[config.mk]
export PLATFORM = sky130hd
export DESIGN_NAME = masked_line_editor_unit
export DESIGN_NICKNAME = d
export VERILOG_FILES = /design/src/hdl/mle_pkg.sv /design/src/hdl/mle_cell.sv /design/src/hdl/mle_seq.sv /design/src/hdl/masked_line_editor_unit.sv
export SDC_FILE = /design/constraint.sdc
export NUM_CORES = 1
export LEC_CHECK = 0
export ABC_AREA = 1
export BUFFER_PORTS_ARGS = -buffer_cell sky130_fd_sc_hd__buf_2
export CAP_MARGIN = 20
export CORE_AREA = 5 5 159 161
export CTS_CLUSTER_DIAMETER = 100
export CTS_CLUSTER_SIZE = 12
export DETAILED_ROUTE_END_ITERATION = 7
export DIE_AREA = 0 0 164 166
export PLACE_DENSITY = 0.65
export SYNTH_ARGS = -nofsm -noshare
export SYNTH_HDL_FRONTEND = slang
export SYNTH_HIERARCHICAL = 1
export SYNTH_SLANG_ARGS = --single-unit
[constraint.sdc]
create_clock -name clk -period 9.28 [get_ports clk]
set_input_delay 1.392 -clock clk [delete_from_list [all_inputs] [get_ports clk]]
set_output_delay 1.392 -clock clk [all_outputs]
set_load 0.02 [all_outputs]
[src/hdl/mle_pkg.sv]
`default_nettype none

package mle_pkg;

  localparam int POS_W        = 5;
  localparam int CHAR_W       = 7;
  localparam int BYTE_W       = 8;
  localparam int KIND_W       = 2;
  localparam int CAPACITY_DEF = 16;

  localparam logic [BYTE_W-1:0] MASK_RESET = 8'd42;

  localparam logic [KIND_W-1:0] KIND_ECHO = 2'd0;
  localparam logic [KIND_W-1:0] KIND_TEXT = 2'd1;
  localparam logic [KIND_W-1:0] KIND_END  = 2'd2;

  localparam logic [BYTE_W-1:0] KEY_PREFIX0 = 8'd0;
  localparam logic [BYTE_W-1:0] KEY_PREFIX1 = 8'd224;
  localparam logic [BYTE_W-1:0] KEY_LEFT    = 8'd75;
  localparam logic [BYTE_W-1:0] KEY_RIGHT   = 8'd77;
  localparam logic [BYTE_W-1:0] KEY_ENTER   = 8'd13;
  localparam logic [BYTE_W-1:0] KEY_BKSP    = 8'd8;
  localparam logic [BYTE_W-1:0] KEY_SPACE   = 8'd32;
  localparam logic [BYTE_W-1:0] KEY_TILDE   = 8'd126;
  localparam logic [BYTE_W-1:0] END_BYTE    = 8'd0;

  localparam logic [1:0] CELL_HOLD = 2'd0;
  localparam logic [1:0] CELL_INS  = 2'd1;
  localparam logic [1:0] CELL_DEL  = 2'd2;
  localparam logic [1:0] CELL_SHL  = 2'd3;

  typedef struct packed {
    logic [1:0]        op;
    logic [POS_W-1:0]  cursor;
    logic [CHAR_W-1:0] code;
  } cell_ctl_t;

endpackage

`default_nettype wire

[src/hdl/mle_cell.sv]
`default_nettype none

module mle_cell #(
  parameter int IDX = 0
) (
  input  wire logic                      clk,
  input  wire mle_pkg::cell_ctl_t        ctl,
  input  wire logic [mle_pkg::CHAR_W-1:0] left_in,
  input  wire logic [mle_pkg::CHAR_W-1:0] right_in,
  output logic      [mle_pkg::CHAR_W-1:0] data_out
);

  localparam logic [mle_pkg::POS_W-1:0] POS  = mle_pkg::POS_W'(IDX);
  localparam logic [mle_pkg::POS_W-1:0] POS1 = mle_pkg::POS_W'(IDX + 1);

  logic [mle_pkg::CHAR_W-1:0] data_r;
  logic [mle_pkg::CHAR_W-1:0] data_nxt;

  always_comb begin
    data_nxt = data_r;
    case (ctl.op)
      mle_pkg::CELL_INS: begin
        if (POS == ctl.cursor) begin
          data_nxt = ctl.code;
        end else if (POS > ctl.cursor) begin
          data_nxt = left_in;
        end
      end
      mle_pkg::CELL_DEL: begin
        if (POS1 >= ctl.cursor) begin
          data_nxt = right_in;
        end
      end
      mle_pkg::CELL_SHL: begin
        data_nxt = right_in;
      end
      default: begin
        data_nxt = data_r;
      end
    endcase
  end

  always_ff @(posedge clk) begin
    data_r <= data_nxt;
  end

  assign data_out = data_r;

endmodule

`default_nettype wire

[src/hdl/mle_seq.sv]
`default_nettype none

module mle_seq #(
  parameter int CAPACITY = mle_pkg::CAPACITY_DEF
) (
  input  wire logic                        clk,
  input  wire logic                        rst_n,
  input  wire logic                        in_valid,
  output logic                             in_stall,
  input  wire logic [mle_pkg::BYTE_W-1:0]  in_key_code,
  input  wire logic [mle_pkg::BYTE_W-1:0]  mask_char,
  input  wire logic [mle_pkg::CHAR_W-1:0]  head_char,
  output mle_pkg::cell_ctl_t               cell_ctl,
  output logic                             out_valid,
  input  wire logic                        out_stall,
  output logic      [mle_pkg::KIND_W-1:0]  out_kind,
  output logic      [mle_pkg::BYTE_W-1:0]  out_byte,
  output logic                             out_last
);

  localparam logic [2:0] S_IDLE  = 3'd0;
  localparam logic [2:0] S_PRE8  = 3'd1;
  localparam logic [2:0] S_MASK  = 3'd2;
  localparam logic [2:0] S_SPACE = 3'd3;
  localparam logic [2:0] S_BS1   = 3'd4;
  localparam logic [2:0] S_BSN   = 3'd5;
  localparam logic [2:0] S_TEXT  = 3'd6;
  localparam logic [2:0] S_END   = 3'd7;

  localparam logic [2:0] OP_LEFT  = 3'd0;
  localparam logic [2:0] OP_RIGHT = 3'd1;
  localparam logic [2:0] OP_ENTER = 3'd2;
  localparam logic [2:0] OP_BKSP  = 3'd3;
  localparam logic [2:0] OP_INS   = 3'd4;

  localparam int PW = mle_pkg::POS_W;
  localparam logic [PW-1:0] ONE = PW'(1);
  localparam logic [PW-1:0] CAP = PW'(CAPACITY);

  logic [2:0]    state_r, state_nxt;
  logic [2:0]    op_r, op_nxt;
  logic [PW-1:0] cnt_r, cnt_nxt;
  logic [PW-1:0] tail_r, tail_nxt;
  logic [PW-1:0] len_r, len_nxt;
  logic [PW-1:0] cur_r, cur_nxt;
  logic          pend_r, pend_nxt;

  logic                        out_valid_r, out_valid_nxt;
  logic [mle_pkg::KIND_W-1:0]  out_kind_r, out_kind_nxt;
  logic [mle_pkg::BYTE_W-1:0]  out_byte_r, out_byte_nxt;
  logic                        out_last_r, out_last_nxt;

  logic adv;
  logic printable;

  assign adv       = !out_valid_r || !out_stall;
  assign printable = (in_key_code >= mle_pkg::KEY_SPACE) && (in_key_code <= mle_pkg::KEY_TILDE);

  always_comb begin
    state_nxt     = state_r;
    op_nxt        = op_r;
    cnt_nxt       = cnt_r;
    tail_nxt      = tail_r;
    len_nxt       = len_r;
    cur_nxt       = cur_r;
    pend_nxt      = pend_r;
    out_valid_nxt = out_valid_r && out_stall;
    out_kind_nxt  = out_kind_r;
    out_byte_nxt  = out_byte_r;
    out_last_nxt  = out_last_r;
    cell_ctl.op     = mle_pkg::CELL_HOLD;
    cell_ctl.cursor = cur_r;
    cell_ctl.code   = in_key_code[mle_pkg::CHAR_W-1:0];

    case (state_r)
      S_IDLE: begin
        if (in_valid) begin
          if (pend_r) begin
            pend_nxt = 1'b0;
            if (in_key_code == mle_pkg::KEY_LEFT && cur_r != '0) begin
              cur_nxt   = cur_r - ONE;
              op_nxt    = OP_LEFT;
              state_nxt = S_PRE8;
            end else if (in_key_code == mle_pkg::KEY_RIGHT && cur_r < len_r) begin
              cur_nxt   = cur_r + ONE;
              op_nxt    = OP_RIGHT;
              cnt_nxt   = ONE;
              state_nxt = S_MASK;
            end
          end else if (in_key_code == mle_pkg::KEY_PREFIX0 ||
                       in_key_code == mle_pkg::KEY_PREFIX1) begin
            pend_nxt = 1'b1;
          end else if (in_key_code == mle_pkg::KEY_ENTER) begin
            op_nxt    = OP_ENTER;
            cnt_nxt   = len_r;
            len_nxt   = '0;
            cur_nxt   = '0;
            state_nxt = (len_r != '0) ? S_TEXT : S_END;
          end else if (in_key_code == mle_pkg::KEY_BKSP && cur_r != '0) begin
            cell_ctl.op = mle_pkg::CELL_DEL;
            cur_nxt     = cur_r - ONE;
            len_nxt     = len_r - ONE;
            tail_nxt    = len_r - cur_r;
            op_nxt      = OP_BKSP;
            state_nxt   = S_PRE8;
          end else if (printable && len_r < CAP) begin
            cell_ctl.op = mle_pkg::CELL_INS;
            cur_nxt     = cur_r + ONE;
            len_nxt     = len_r + ONE;
            tail_nxt    = len_r - cur_r;
            cnt_nxt     = len_r - cur_r + ONE;
            op_nxt      = OP_INS;
            state_nxt   = S_MASK;
          end
        end
      end
      S_PRE8: begin
        if (adv) begin
          out_valid_nxt = 1'b1;
          out_kind_nxt  = mle_pkg::KIND_ECHO;
          out_byte_nxt  = mle_pkg::KEY_BKSP;
          out_last_nxt  = 1'b0;
          if (op_r == OP_LEFT) begin
            out_last_nxt = 1'b1;
            state_nxt    = S_IDLE;
          end else if (tail_r != '0) begin
            cnt_nxt   = tail_r;
            state_nxt = S_MASK;
          end else begin
            state_nxt = S_SPACE;
          end
        end
      end
      S_MASK: begin
        if (adv) begin
          out_valid_nxt = 1'b1;
          out_kind_nxt  = mle_pkg::KIND_ECHO;
          out_byte_nxt  = mask_char;
          out_last_nxt  = 1'b0;
          cnt_nxt       = cnt_r - ONE;
          if (cnt_r == ONE) begin
            if (op_r == OP_BKSP) begin
              state_nxt = S_SPACE;
            end else if (op_r == OP_INS && tail_r != '0) begin
              cnt_nxt   = tail_r;
              state_nxt = S_BSN;
            end else begin
              out_last_nxt = 1'b1;
              state_nxt    = S_IDLE;
            end
          end
        end
      end
      S_SPACE: begin
        if (adv) begin
          out_valid_nxt = 1'b1;
          out_kind_nxt  = mle_pkg::KIND_ECHO;
          out_byte_nxt  = mle_pkg::KEY_SPACE;
          out_last_nxt  = 1'b0;
          state_nxt     = S_BS1;
        end
      end
      S_BS1: begin
        if (adv) begin
          out_valid_nxt = 1'b1;
          out_kind_nxt  = mle_pkg::KIND_ECHO;
          out_byte_nxt  = mle_pkg::KEY_BKSP;
          if (tail_r != '0) begin
            out_last_nxt = 1'b0;
            cnt_nxt      = tail_r;
            state_nxt    = S_BSN;
          end else begin
            out_last_nxt = 1'b1;
            state_nxt    = S_IDLE;
          end
        end
      end
      S_BSN: begin
        if (adv) begin
          out_valid_nxt = 1'b1;
          out_kind_nxt  = mle_pkg::KIND_ECHO;
          out_byte_nxt  = mle_pkg::KEY_BKSP;
          out_last_nxt  = (cnt_r == ONE);
          cnt_nxt       = cnt_r - ONE;
          if (cnt_r == ONE) begin
            state_nxt = S_IDLE;
          end
        end
      end
      S_TEXT: begin
        if (adv) begin
          cell_ctl.op   = mle_pkg::CELL_SHL;
          out_valid_nxt = 1'b1;
          out_kind_nxt  = mle_pkg::KIND_TEXT;
          out_byte_nxt  = {1'b0, head_char};
          out_last_nxt  = 1'b0;
          cnt_nxt       = cnt_r - ONE;
          if (cnt_r == ONE) begin
            state_nxt = S_END;
          end
        end
      end
      S_END: begin
        if (adv) begin
          out_valid_nxt = 1'b1;
          out_kind_nxt  = mle_pkg::KIND_END;
          out_byte_nxt  = mle_pkg::END_BYTE;
          out_last_nxt  = 1'b1;
          state_nxt     = S_IDLE;
        end
      end
      default: begin
        state_nxt = S_IDLE;
      end
    endcase
  end

  always_ff @(posedge clk) begin
    if (!rst_n) begin
      state_r     <= S_IDLE;
      len_r       <= '0;
      cur_r       <= '0;
      pend_r      <= 1'b0;
      out_valid_r <= 1'b0;
    end else begin
      state_r     <= state_nxt;
      len_r       <= len_nxt;
      cur_r       <= cur_nxt;
      pend_r      <= pend_nxt;
      out_valid_r <= out_valid_nxt;
    end
  end

  always_ff @(posedge clk) begin
    op_r       <= op_nxt;
    cnt_r      <= cnt_nxt;
    tail_r     <= tail_nxt;
    out_kind_r <= out_kind_nxt;
    out_byte_r <= out_byte_nxt;
    out_last_r <= out_last_nxt;
  end

  assign in_stall  = (state_r != S_IDLE);
  assign out_valid = out_valid_r;
  assign out_kind  = out_kind_r;
  assign out_byte  = out_byte_r;
  assign out_last  = out_last_r;

endmodule

`default_nettype wire

[src/hdl/masked_line_editor_unit.sv]
`default_nettype none
// Channel  Direction  Ports
// in       input      in_valid, in_stall, in_key_code
// out      output     out_valid, out_stall, out_kind, out_byte, out_last
// cfg      input      cfg_we, cfg_wdata (mask character)
//
// A key is taken while in_stall is low; its results then leave at one per cycle while
// the output is not stalled, n results per key (n at most 2*CAPACITY+1), issued by the
// sequencer into the output register. in_stall stays high until the last result is
// loaded; a stalled output holds the sequencer. Enter streams the text out of the cell
// row by shifting it left one cell per result.
// Reset clears length, cursor and prefix flag and sets the mask to 42; the text cells
// are not cleared.

module masked_line_editor_unit #(
  parameter int CAPACITY = mle_pkg::CAPACITY_DEF
) (
  input  wire logic                        clk,
  input  wire logic                        rst_n,
  input  wire logic                        in_valid,
  output logic                             in_stall,
  input  wire logic [mle_pkg::BYTE_W-1:0]  in_key_code,
  output logic                             out_valid,
  input  wire logic                        out_stall,
  output logic      [mle_pkg::KIND_W-1:0]  out_kind,
  output logic      [mle_pkg::BYTE_W-1:0]  out_byte,
  output logic                             out_last,
  input  wire logic                        cfg_we,
  input  wire logic [mle_pkg::BYTE_W-1:0]  cfg_wdata
);

  logic [mle_pkg::BYTE_W-1:0] mask_r;
  logic [mle_pkg::BYTE_W-1:0] mask_nxt;
  mle_pkg::cell_ctl_t         cell_ctl;
  logic [mle_pkg::CHAR_W-1:0] cell_q [CAPACITY];

  assign mask_nxt = cfg_we ? cfg_wdata : mask_r;

  always_ff @(posedge clk) begin
    if (!rst_n) begin
      mask_r <= mle_pkg::MASK_RESET;
    end else begin
      mask_r <= mask_nxt;
    end
  end

  for (genvar g = 0; g < CAPACITY; g++) begin : g_cell
    logic [mle_pkg::CHAR_W-1:0] left_d;
    logic [mle_pkg::CHAR_W-1:0] right_d;

    if (g == 0) begin : g_first
      assign left_d = '0;
    end else begin : g_mid_l
      assign left_d = cell_q[g-1];
    end

    if (g == CAPACITY - 1) begin : g_lastc
      assign right_d = '0;
    end else begin : g_mid_r
      assign right_d = cell_q[g+1];
    end

    mle_cell #(.IDX(g)) u_cell (
      .clk      (clk),
      .ctl      (cell_ctl),
      .left_in  (left_d),
      .right_in (right_d),
      .data_out (cell_q[g])
    );
  end

  mle_seq #(.CAPACITY(CAPACITY)) u_seq (
    .clk         (clk),
    .rst_n       (rst_n),
    .in_valid    (in_valid),
    .in_stall    (in_stall),
    .in_key_code (in_key_code),
    .mask_char   (mask_r),
    .head_char   (cell_q[0]),
    .cell_ctl    (cell_ctl),
    .out_valid   (out_valid),
    .out_stall   (out_stall),
    .out_kind    (out_kind),
    .out_byte    (out_byte),
    .out_last    (out_last)
  );

endmodule

`default_nettype wire

==> key figures <==
Run status
  – Status: finished, final reports clean

Pwr
  – Worst VDD drop: 0.121 mV
  – P per Cell Area: 284 mW/mm²
  – LEAKAGE: 6.17 nW

Die
  – Starting Density: 48.7%
  – Die area: ~0.027 mm²
  – Std-Cell Rows: 57
  – Die Height: 166 µm
  – Core region area: 0.0238 mm²
  – Die X: 164 µm
  – I/O pins: 34

Routing
  – Vias: 10100
  – Post-route DRC: 0
  – WL/cell: 15.2 µm
  – Vias per inst: 5.14
  – Routed WL: 29.8 mm
  – Number of nets with antenna violations after routing: 0
  – Pre-antenna DRT Iters: 6
  – Drt initial violations: 1011

Global route
  – First-pass GRT wire length: between 40 and 50 mm
  – Grt ovf: 0
  – Initial antenna violation count: 0
  – Largest net degree at the start of global routing: 149
  – Number of global-route vias before repair: 9699
  – Total track usage: 21.9%

CTS
  – Clock transition at path regs: approximately 70 ps
  – Num CTS Buffers: 17
  – H-tree levels: 4
  – Post-cts sizing count: 0
  – TritonCTS sink count: 159
  – CTS root buffer: clkbuf_16
  – Worst-Skew Late Latency: 430 ps
  – Clock Path Buffers: 2
  – Hold-fix buffer count after cts: 0
  – CTS tree: done
  – Postcts setup bufs: 0

Critical path
  – Crit-path slowest cell: o21ai_0
  – Worst R2R Setup Slack: roughly 5300 ps
  – Crit-path max cell delay: 800 ps
  – Critical-path cell list: buf_2, nand2_1, nor2_1, nand3_1, o21ai_4, buf_12, inv_2, o21ai_0
  – Required @ worst endpoint: 9330 ps
  – CP Max Fanout: 148
  – Reg2Reg Depth: 11
  – RR Startpoint: u_seq/cur_r[0]
  – Setup crit end kind: flip-flop
  – R2R Path End: g_cell[13].u_cell/data_out[5]
  – Worst EP arrival: 4210 ps
  – CP Class: primary input to flip-flop
  – CP Launch Type: primary input

Logic synthesis
  – Commonest cells in the netlist: 495 x nand2_1, 285 x inv_1, 180 x nand3_1, 136 x edfxtp_1, 85 x nor2_1
  – Most common cell in the netlist: nand2_1
  – Post-Syn Area: 0.0116 mm²
  – Cells after Synth: 1583
  – Ys Warns: 6
  – Yosys cell types: 53
  – Mean Syn Cell Area: around 7.3 µm²
  – EDFF count, synth: between 100 and 150
  – Most common flop cell mapped by yosys: edfxtp_1
  – Yosys top cell by area: edfxtp_1
  – Ys async rst share: 0%
  – Share of the synthesized area in the top cell type: 35.2%
  – Register area share after synthesis: 39.2%
  – Synth top area cells: edfxtp_1 35%, nand2_1 16%, inv_1 9.2%, nand3_1 7.8%, nand4_1 4.2%
  – Synthesized flop and latch total: 159

Layout
  – Area delta synth->final: 9.25%
  – Fill cell count: 2343
  – Final nets: ~1700
  – Proportion of layout cells with a drive suffix above 1: 12.7%
  – Antenna diodes: 0
  – Fin util: 53.2%
  – Finished Cell Area: about 0.013 mm²

STA
  – # setup viols final: 0
  – Worst Clk Skew: 10.8 ps
  – Slew HR: 36.6%
  – Fmax: 0.241 GHz
  – Final worst-path cycle share: about 45%
  – Clock period minus worst slack: slightly above 4000 ps
  – RSZ-0062 raised after global routing: false
  – Final TNS setup: 0 ps
  – Max-slew violation count: 0
  – Final Hold Viols: 0
  – Worst-Margin Slew: 941 ps

Place
  – Post-DP Area: 0.0121 mm²
  – GP Congestion: approximately 0.94
  – Detailed Place HPWL: 21.0 mm
  – IO Port Bufs: 33

Worst hold path
  – Min-Delay Endpoint: mask_r[5]
  – WHS Path Cells: 2
  – Worst hold start: mask_r[5]
  – Worst Hold Class: flip-flop to flip-flop

Run
  – Max-cap violations: 0
power breakdown:
group / total, mW / leakage (nW) / internal (mW) / switching [mW]
logic: 1.58 / 4.43 / 0.478 / 1.11
clock network: 0.708 / 0.286 / 0.415 / 0.293
registers: 1.30 / 1.45 / 1.16 / 0.142
sequential cells by signal, summed over array words and instances (netlist names), 2 cells and up:
register,count
u_seq/len_r,5
u_seq/op_r,3
u_seq/cnt_r,5
u_seq/out_byte,8
u_seq/cur_r,5
mask_r,8
u_seq/tail_r,5
u_seq/state_r,3
u_seq/out_kind,2
g_cell.u_cell/data_out,112
metal layers:
metal  track usage [%]  part of all wire, %
met5                 0                    0
met4              6.53                  1.5
met3              2.83                  5.0
met2              37.4                   49
met1              29.1                   45
how the worst max path moves through the flow:
stage,from,endpoint,slack [ps],cells past startpoint
3_5_place_dp,in_key_code[3],g_cell[13].u_cell/data_out[3],4760,8
4_1_cts,in_key_code[3],g_cell[13].u_cell/data_out[5],5210,8
2_1_floorplan,u_seq/cur_r[1],g_cell[6].u_cell/data_out[0],4810,10
5_1_grt,in_key_code[3],g_cell[6].u_cell/data_out[3],4940,8
3_3_place_gp,in_key_code[3],g_cell[13].u_cell/data_out[0],4850,8
6_report,in_key_code[3],g_cell[13].u_cell/data_out[5],5120,8
kinds of logic after synthesis:
family / count (synthesis) / synth area share, %
and+or+nand+nor: 920 / 39.5
buffers and inverters: 373 / 13.2
DFF: 159 / 39.2
AOI/OAI and AO/OA: 98 / 5.07
xor gates and xnor gates: 16 / 1.21
adders and majority gates: 16 / 1.86
other: 1 / 0.0324
placed cells by master (no fill, tap or decap), drive strengths merged, types with 6 or more instances in the layout:
cell type,count
nand2,510
inv,334
nand3,196
edfxtp,136
nor2,123
nand4,79
buf,40
o21ai,40
a21oi,29
dfxtp,23
clkbuf,22
conb,14
ha,14
clkinv,13
xor2,11
o21bai,10
nor3,6
cell type report:
cell class | instances | area, µm² | share of cell area [%]
inverters | 340 | 1300 | 10.3
well taps | 324 | 405 | 3.20
flip-flops and latches | 159 | 4550 | 35.9
clock inverters | 10 | 125 | 0.988
clock buffers | 22 | 464 | 3.67
multi-input cells | 1064 | 5590 | 44.1
repair buffers | 40 | 230 | 1.82
worst max-delay path, delay by kind of cell:
family | cells | cell delay (ps)
AOI/OAI and AO/OA | 2 | 1010
buffers and inverters | 3 | 1120
and+or+nand+nor | 3 | 570
through the flow:
step                      hold WS (ps)  setup slack, ps  instances  power (mW)
final                              461             5120       1959        3.59
after global routing               486             4940       1959        3.85
after CTS                          464             5210       1959        3.60
after detailed placement           446             4760       1927        2.88
after global placement             441             4850       1927        2.86
after floorplan                    430             4810       1596        2.49
Note: power is estimated with default switching activity, not from simulation.
